==> src/rtl/core/flvd_pkg.sv <==
// Shared types and constants for the FLV tag deframer.
// Holds the item and result structs, kind and status codes, and parser phases.
// No dependencies.
package flvd_pkg;

  // Item action codes
  parameter logic ACT_DATA = 1'b0;
  parameter logic ACT_END  = 1'b1;

  // Result kinds
  parameter logic [2:0] KIND_FILE_HDR  = 3'd0;
  parameter logic [2:0] KIND_PREV_SIZE = 3'd1;
  parameter logic [2:0] KIND_TAG_HDR   = 3'd2;
  parameter logic [2:0] KIND_PAYLOAD   = 3'd3;
  parameter logic [2:0] KIND_BAD_SIG   = 3'd4;
  parameter logic [2:0] KIND_END       = 3'd5;

  // End-of-stream status codes
  parameter logic [1:0] END_CLEAN     = 2'd0;
  parameter logic [1:0] END_SHORT_HDR = 2'd1;
  parameter logic [1:0] END_SHORT_TAG = 2'd2;
  parameter logic [1:0] END_AFTER_ERR = 2'd3;

  // Field lengths in bytes and file and tag header byte positions
  parameter logic [23:0] FILE_HDR_BYTES = 24'd9;
  parameter logic [23:0] PREV_SIZE_LEN  = 24'd4;
  parameter logic [23:0] TAG_HDR_BYTES  = 24'd11;
  parameter logic [23:0] SIG_LEN        = 24'd3;
  parameter logic [23:0] POS_VERSION    = 24'd3;
  parameter logic [23:0] POS_FLAGS      = 24'd4;
  parameter logic [23:0] POS_TYPE       = 24'd0;
  parameter logic [23:0] POS_SIZE_END   = 24'd3;
  parameter logic [23:0] POS_TIME_END   = 24'd6;
  parameter logic [23:0] POS_TIME_EXT   = 24'd7;

  // Signature bytes "F", "L", "V"
  parameter logic [7:0] SIG_BYTE [3] = '{8'h46, 8'h4C, 8'h56};

  typedef enum logic [3:0] {
    PH_FILE    = 4'b0001,
    PH_PREV    = 4'b0010,
    PH_TAG     = 4'b0100,
    PH_PAYLOAD = 4'b1000
  } phase_t;

  typedef struct packed {
    logic       action;
    logic [7:0] data_byte;
  } item_t;

  typedef struct packed {
    logic [2:0]  kind;
    logic [1:0]  end_status;
    logic [7:0]  version;
    logic [7:0]  flags_byte;
    logic [31:0] word_value;
    logic [7:0]  tag_type;
    logic [23:0] payload_size;
    logic [23:0] time_low;
    logic [7:0]  time_high;
    logic [23:0] stream_number;
    logic [7:0]  payload_byte;
    logic        last_of_payload;
  } result_t;

endpackage

==> src/rtl/core/flv_tag_deframer_top.sv <==
// Top level of the FLV tag deframer: input register, parser core, result register.
// Depends on flvd_pkg and flvd_parse.
//
// Takes an FLV file one byte per transfer, plus an end-of-stream item, and gives at
// most one result per item: file header, previous tag size, tag header, payload byte,
// bad signature or end status. One item is taken every clock while results drain;
// the transfer loads the input register, and the result is then loaded into the
// result register through the parser logic. A stall on the result side holds the
// result register and, through it, the input register.
module flv_tag_deframer_top (
  input  logic              clk,
  input  logic              rst,
  input  logic              item_valid,
  output logic              item_stall,
  input  flvd_pkg::item_t   item,
  output logic              result_valid,
  input  logic              result_stall,
  output flvd_pkg::result_t result
);

  logic              held_valid;
  flvd_pkg::item_t   held_item;
  logic              advance;
  logic              take;
  logic              res_valid;
  flvd_pkg::result_t res;

  // Move on when the result register is free or being drained
  assign advance    = !result_valid || !result_stall;
  assign take       = held_valid && advance;
  assign item_stall = held_valid && !advance;

  // Hold the incoming item
  always_ff @(posedge clk) begin
    if (rst) begin
      held_valid <= 1'b0;
    end else if (!item_stall) begin
      held_valid <= item_valid;
    end
  end

  always_ff @(posedge clk) begin
    if (item_valid && !item_stall) begin
      held_item <= item;
    end
  end

  flvd_parse u_parse (
    .clk       (clk),
    .rst       (rst),
    .take      (take),
    .item      (held_item),
    .res_valid (res_valid),
    .res       (res)
  );

  // Load the result register on each advance
  always_ff @(posedge clk) begin
    if (rst) begin
      result_valid <= 1'b0;
    end else if (advance) begin
      result_valid <= res_valid;
    end
  end

  always_ff @(posedge clk) begin
    if (advance) begin
      result <= res;
    end
  end

endmodule

==> src/rtl/core/flvd_parse.sv <==
// Parser core of the FLV tag deframer: phase tracking, byte collection and result build.
// Depends on flvd_pkg.
module flvd_parse (
  input  logic              clk,
  input  logic              rst,
  input  logic              take,
  input  flvd_pkg::item_t   item,
  output logic              res_valid,
  output flvd_pkg::result_t res
);

  flvd_pkg::phase_t phase, phase_next;
  logic [23:0] field_count, field_count_next;
  logic [31:0] shift_word, shift_word_next;
  logic [7:0]  saved_version, saved_version_next;
  logic [7:0]  saved_flags, saved_flags_next;
  logic [7:0]  saved_type, saved_type_next;
  logic [23:0] saved_size, saved_size_next;
  logic [23:0] saved_time, saved_time_next;
  logic [7:0]  saved_time_ext, saved_time_ext_next;
  logic        error_seen, error_seen_next;
  logic [7:0]  b;
  logic [31:0] shifted;
  logic [23:0] count_dec;

  assign b         = item.data_byte;
  assign shifted   = {shift_word[23:0], b};
  assign count_dec = (field_count != 24'd0) ? field_count - 24'd1 : 24'd0;

  // Work out next state and the result for the item being taken
  always_comb begin
    phase_next          = phase;
    field_count_next    = field_count;
    shift_word_next     = shift_word;
    saved_version_next  = saved_version;
    saved_flags_next    = saved_flags;
    saved_type_next     = saved_type;
    saved_size_next     = saved_size;
    saved_time_next     = saved_time;
    saved_time_ext_next = saved_time_ext;
    error_seen_next     = error_seen;
    res_valid           = 1'b0;
    res                 = '0;
    if (take) begin
      if (item.action == flvd_pkg::ACT_END) begin
        // Report status and rearm for a new file
        res_valid = 1'b1;
        res.kind  = flvd_pkg::KIND_END;
        if (error_seen) begin
          res.end_status = flvd_pkg::END_AFTER_ERR;
        end else if (phase == flvd_pkg::PH_FILE) begin
          res.end_status = flvd_pkg::END_SHORT_HDR;
        end else if (phase == flvd_pkg::PH_PREV) begin
          res.end_status = flvd_pkg::END_CLEAN;
        end else if (phase == flvd_pkg::PH_TAG && field_count == 24'd0) begin
          res.end_status = flvd_pkg::END_CLEAN;
        end else begin
          res.end_status = flvd_pkg::END_SHORT_TAG;
        end
        phase_next          = flvd_pkg::PH_FILE;
        field_count_next    = '0;
        shift_word_next     = '0;
        saved_version_next  = '0;
        saved_flags_next    = '0;
        saved_type_next     = '0;
        saved_size_next     = '0;
        saved_time_next     = '0;
        saved_time_ext_next = '0;
        error_seen_next     = 1'b0;
      end else if (!error_seen) begin
        shift_word_next = shifted;
        case (phase)
          flvd_pkg::PH_FILE: begin
            if (field_count < flvd_pkg::SIG_LEN &&
                b != flvd_pkg::SIG_BYTE[field_count[1:0]]) begin
              // Bad signature: flag it and drop bytes until the end item
              error_seen_next = 1'b1;
              res_valid       = 1'b1;
              res.kind        = flvd_pkg::KIND_BAD_SIG;
            end else begin
              if (field_count == flvd_pkg::POS_VERSION) begin
                saved_version_next = b;
              end
              if (field_count == flvd_pkg::POS_FLAGS) begin
                saved_flags_next = b;
              end
              if (field_count == flvd_pkg::FILE_HDR_BYTES - 24'd1) begin
                res_valid        = 1'b1;
                res.kind         = flvd_pkg::KIND_FILE_HDR;
                res.version      = saved_version;
                res.flags_byte   = saved_flags;
                res.word_value   = shifted;
                phase_next       = flvd_pkg::PH_PREV;
                field_count_next = '0;
              end else begin
                field_count_next = field_count + 24'd1;
              end
            end
          end
          flvd_pkg::PH_PREV: begin
            if (field_count == flvd_pkg::PREV_SIZE_LEN - 24'd1) begin
              res_valid        = 1'b1;
              res.kind         = flvd_pkg::KIND_PREV_SIZE;
              res.word_value   = shifted;
              phase_next       = flvd_pkg::PH_TAG;
              field_count_next = '0;
            end else begin
              field_count_next = field_count + 24'd1;
            end
          end
          flvd_pkg::PH_TAG: begin
            if (field_count == flvd_pkg::POS_TYPE) begin
              saved_type_next = b;
            end
            if (field_count == flvd_pkg::POS_SIZE_END) begin
              saved_size_next = shifted[23:0];
            end
            if (field_count == flvd_pkg::POS_TIME_END) begin
              saved_time_next = shifted[23:0];
            end
            if (field_count == flvd_pkg::POS_TIME_EXT) begin
              saved_time_ext_next = b;
            end
            if (field_count == flvd_pkg::TAG_HDR_BYTES - 24'd1) begin
              res_valid         = 1'b1;
              res.kind          = flvd_pkg::KIND_TAG_HDR;
              res.tag_type      = saved_type;
              res.payload_size  = saved_size;
              res.time_low      = saved_time;
              res.time_high     = saved_time_ext;
              res.stream_number = shifted[23:0];
              // Skip straight to the next size field for an empty tag
              if (saved_size == 24'd0) begin
                phase_next       = flvd_pkg::PH_PREV;
                field_count_next = '0;
              end else begin
                phase_next       = flvd_pkg::PH_PAYLOAD;
                field_count_next = saved_size;
              end
            end else begin
              field_count_next = field_count + 24'd1;
            end
          end
          flvd_pkg::PH_PAYLOAD: begin
            // Pass the byte through and count down the remaining payload
            res_valid        = 1'b1;
            res.kind         = flvd_pkg::KIND_PAYLOAD;
            res.tag_type     = saved_type;
            res.payload_size = saved_size;
            res.payload_byte = b;
            field_count_next = count_dec;
            if (count_dec == 24'd0) begin
              res.last_of_payload = 1'b1;
              phase_next          = flvd_pkg::PH_PREV;
            end
          end
          default: begin
            phase_next = flvd_pkg::PH_FILE;
          end
        endcase
      end
    end
  end

  // Hold parser state
  always_ff @(posedge clk) begin
    if (rst) begin
      phase          <= flvd_pkg::PH_FILE;
      field_count    <= '0;
      shift_word     <= '0;
      saved_version  <= '0;
      saved_flags    <= '0;
      saved_type     <= '0;
      saved_size     <= '0;
      saved_time     <= '0;
      saved_time_ext <= '0;
      error_seen     <= 1'b0;
    end else begin
      phase          <= phase_next;
      field_count    <= field_count_next;
      shift_word     <= shift_word_next;
      saved_version  <= saved_version_next;
      saved_flags    <= saved_flags_next;
      saved_type     <= saved_type_next;
      saved_size     <= saved_size_next;
      saved_time     <= saved_time_next;
      saved_time_ext <= saved_time_ext_next;
      error_seen     <= error_seen_next;
    end
  end

  // An error only ever arises while the file header is being checked
  a_err_in_file: assert property (@(posedge clk) disable iff (rst)
    error_seen |-> phase == flvd_pkg::PH_FILE)
    else $error("error flag set outside file header phase");

  // An end item rearms the parser completely
  a_end_rearms: assert property (@(posedge clk) disable iff (rst)
    take && item.action == flvd_pkg::ACT_END |=>
      phase == flvd_pkg::PH_FILE && !error_seen && field_count == 24'd0)
    else $error("end item did not rearm the parser");

  // Payload phase always has bytes still due
  a_payload_count: assert property (@(posedge clk) disable iff (rst)
    phase == flvd_pkg::PH_PAYLOAD |-> field_count != 24'd0)
    else $error("payload phase with nothing left to count");

  // A tag header result leaves the parser in size or payload phase
  a_tag_hdr_next: assert property (@(posedge clk) disable iff (rst)
    res_valid && res.kind == flvd_pkg::KIND_TAG_HDR |=>
      phase == flvd_pkg::PH_PREV || phase == flvd_pkg::PH_PAYLOAD)
    else $error("tag header result with wrong following phase");

endmodule
==> config.mk <==
export PLATFORM = sky130hd
export DESIGN_NAME = flv_tag_deframer_top
export DESIGN_NICKNAME = d
export VERILOG_FILES = /design/src/rtl/core/flvd_pkg.sv /design/src/rtl/core/flv_tag_deframer_top.sv /design/src/rtl/core/flvd_parse.sv
export SDC_FILE = /design/constraint.sdc
export NUM_CORES = 1
export LEC_CHECK = 0
export BUFFER_PORTS_ARGS = -buffer_cell sky130_fd_sc_hd__buf_2
export CAP_MARGIN = 0
export CELL_PAD_IN_SITES_DETAIL_PLACEMENT = 0
export CELL_PAD_IN_SITES_GLOBAL_PLACEMENT = 1
export CORE_MARGIN = 1
export CORE_UTILIZATION = 41
export CTS_CLUSTER_DIAMETER = 120
export DETAILED_ROUTE_END_ITERATION = 16
export PLACE_DENSITY = 0.79
export SYNTH_ARGS = -nofsm -noshare
export SYNTH_HDL_FRONTEND = slang
export SYNTH_HIERARCHICAL = 1
export SYNTH_SLANG_ARGS = --single-unit
==> constraint.sdc <==
create_clock -name clk -period 7.89 [get_ports clk]
set_input_delay 2.367 -clock clk [delete_from_list [all_inputs] [get_ports clk]]
set_output_delay 2.367 -clock clk [all_outputs]
set_load 0.005 [all_outputs]
==> qor.yml <==
drcViolationCount: 0
hold_depth: 2
rsz0062_at_grt: "no"
power_density_nw_per_um2: 224
final.setup.tns_ps: 0
drive_gt1_frac: 0.193
relSlewSlack: 0.120
crit_top_cell: "a21oi_1"
seq_power_share: 0.506
power.internal_mw: 2.61
ys_seq_area_frac: 0.587
path_max_fanout: 67
finalCritPeriodShare: 0.702
drv_cap: 0
dieArea_um2: 31800
holdWs_ps: 483
rows: 64
ir_drop_mv: 0.165
drt-vias-per-instance: 5.65
status: "finished clean"
synth-edff-count: 159
worst_path_max_delay_cell: "nor2_1"
grt_pass1_vias: 8988
critPathMaxStageDelay_ps: 650
min_from: "u_parse/saved_time_ext[7]"
synth_commonest_cells: "159 x edfxtp_1, 157 x nor2_1, 135 x dfxtp_1"
skew_ps: 11.8
die_y_um: 178
clockRootBuffer: "clkbuf_16"
routed-via-count: 9594
reg2reg_slack_ps: 3770
cts_sinks: 294
initial_core_util: 0.416
worstPathArrival_ps: 6000
nets: 1297
crit_chain: "buf_2 -> nand2_8 -> and2_1 -> nor2b_1 -> nand2b_1 -> a21oi_1 -> o21ai_1 -> nor2_1 -> a21oi_1 -> o32ai_1"
critical_path_class: "primary input to register"
htreeDepth: 1
crit_path_end_kind: "register"
timing.fmax_ghz: 0.180
finalHoldViolations: 0
worst-slew-pin-transition_ps: 1320
cts_made_buffers: 30
worstRegToRegCells: 10
num-fill-cells: 2848
setup_viol: 0
drt_iter0_markers: 773
cts_hold_buf: 0
synth_area_um2: 12700
post_drt_wl_per_cell_um: 21.0
synth_area_leaders: "edfxtp_1 38%, dfxtp_1 21%, mux2i_1 5.7%"
cts_tree: "built"
total_power_mw: 3.32
synth-async-reset-ratio: 0
synth_most_common_cell: "edfxtp_1"
synth_nets: 1168
avgSynthCellArea_um2: 11.1
synth_cell_types: 74
cts_setup_buffers: 0
ys_dominant_reg_cell: "edfxtp_1"
synth_top_cell_by_area: "edfxtp_1"
yosys_warnings: 6
cellLeakagePower_nw: 6.64
first_pass_iters: 5
rr_endpoint: "u_parse/phase[0]"
drtAntennaViolNets: 0
wl_mm: 35.6
reg2reg_from: "u_parse/field_count[0]"
power_frac_comb: 0.045
ctsResizeCount: 0
clkTransAtPathRegs_ps: 60
grt_pass1_wl_mm: 53.9
io_pins: 165
n_antenna_cell: 0
clk_latency_ps: 560
ys_seq_elements: 294
grt_max_degree: 86
slew_viol_final: 0
worstPathRequired_ps: 8340
min_period_ps: 5540
grt_usage: 0.222
place_congestion: 0.894
whs_endpoint: "u_parse/saved_time_ext[7]"
swShare: 0.215
cp-start-kind: "primary input"
netlist_instances: 1150
port-buffer-count: 164
clockBufferDepth: 3
die_w_um: 178
p_switching_uw: 713
dp_hpwl_mm: 23.5
hp-class: "register to register"
area_growth_pct: 16.7
antenna_found_initial: 0
clkPwrFrac: 0.449
grt-ovfl-total: 0
synthDominantCellAreaShare: 0.375
core_area_um2: 30600
-- state kept, by name, summed over array words and instances, names as in the netlist --
signal	flops
held_item	9
held_valid	1
result	150
result_valid	1
u_parse/error_seen	1
u_parse/field_count	24
u_parse/phase	4
u_parse/saved_flags	8
u_parse/saved_size	24
u_parse/saved_time	24
u_parse/saved_time_ext	8
u_parse/saved_type	8
u_parse/saved_version	8
u_parse/shift_word	24
-- layout by cell type, fill, tap and decap left out, types with 23 or more instances in the layout --
master,instances
o21ai_0,23
a22oi_1,29
clkbuf_16,31
dfxtp_1,135
and2_1,62
nand2_1,49
nor2b_1,28
a21oi_1,36
buf_2,163
nor2_1,156
mux2i_1,73
nand3_1,29
edfxtp_1,159
and3_1,73
-- power groups by stage --
stage / sequential (mW) / clock [mW] / combinational (mW)
floorplan: 1.71 / 0 / 0.0730
global placement: 1.71 / 0 / 0.148
detailed placement: 1.71 / 0 / 0.150
CTS: 1.68 / 1.52 / 0.150
global route: 1.68 / 1.57 / 0.162
finish: 1.68 / 1.49 / 0.148
-- per-stage QoR --
step | cell area (µm²) | util | std cells | setup WS, ps
final | 14900 | 0.486 | 1698 | 2350
after global routing | 14900 | 0.486 | 1698 | 1980
after CTS | 14900 | 0.486 | 1698 | 2510
after detailed placement | 13800 | 0.452 | 1643 | 1940
after global placement | 13800 | 0.452 | 1643 | 2150
after floorplan | 12700 | - | 1150 | 1380
-- critical path, delay by kind of cell --
kind | cells | cell delay, ps
buffers and inverters | 1 | 140
AO/OA/AOI/OAI | 4 | 1270
AND/OR/NAND/NOR | 5 | 2170
-- cells by family (layout without fill, tap and decap cells) --
group,Yosys count,in the layout,share of synthesized area
AND/OR/NAND/NOR,497,497,0.212
flip-flops,294,294,0.587
AO/OA/AOI/OAI,160,160,0.0864
buffers and inverters,94,246,0.0331
multiplexers,73,73,0.0574
XOR/XNOR,27,27,0.0186
adder cells (fa/ha/maj),5,5,0.00491
-- layout make-up --
cell class / instances / area (µm²) / share of cell area
well taps: 396 / 495 / 0.0333
repair buffers: 178 / 928 / 0.0625
multi-input cells: 762 / 4870 / 0.328
inverters: 13 / 48.8 / 0.00328
flip-flops and latches: 294 / 7480 / 0.503
clock inverters: 16 / 216 / 0.0146
clock buffers: 39 / 826 / 0.0556
-- metal layers --
metal	track usage	share of wire	up-vias
met2	0.357	0.46	414
met3	0.0315	0.071	69
li1	-	-	4421
met5	0	0	-
met1	0.313	0.44	4690
met4	0.0590	0.027	0
-- worst max path at each step --
stage,startpoint,end,slack [ps],cells after the start
finish,result_stall,u_parse/field_count[13],2350,10
global route,result_stall,u_parse/field_count[13],1980,10
CTS,result_stall,u_parse/field_count[13],2510,10
detailed placement,result_stall,u_parse/field_count[13],1940,10
global placement,result_stall,u_parse/field_count[13],2150,10
floorplan,result_stall,u_parse/field_count[12],1380,10
Note: power is estimated with default switching activity, not from simulation.
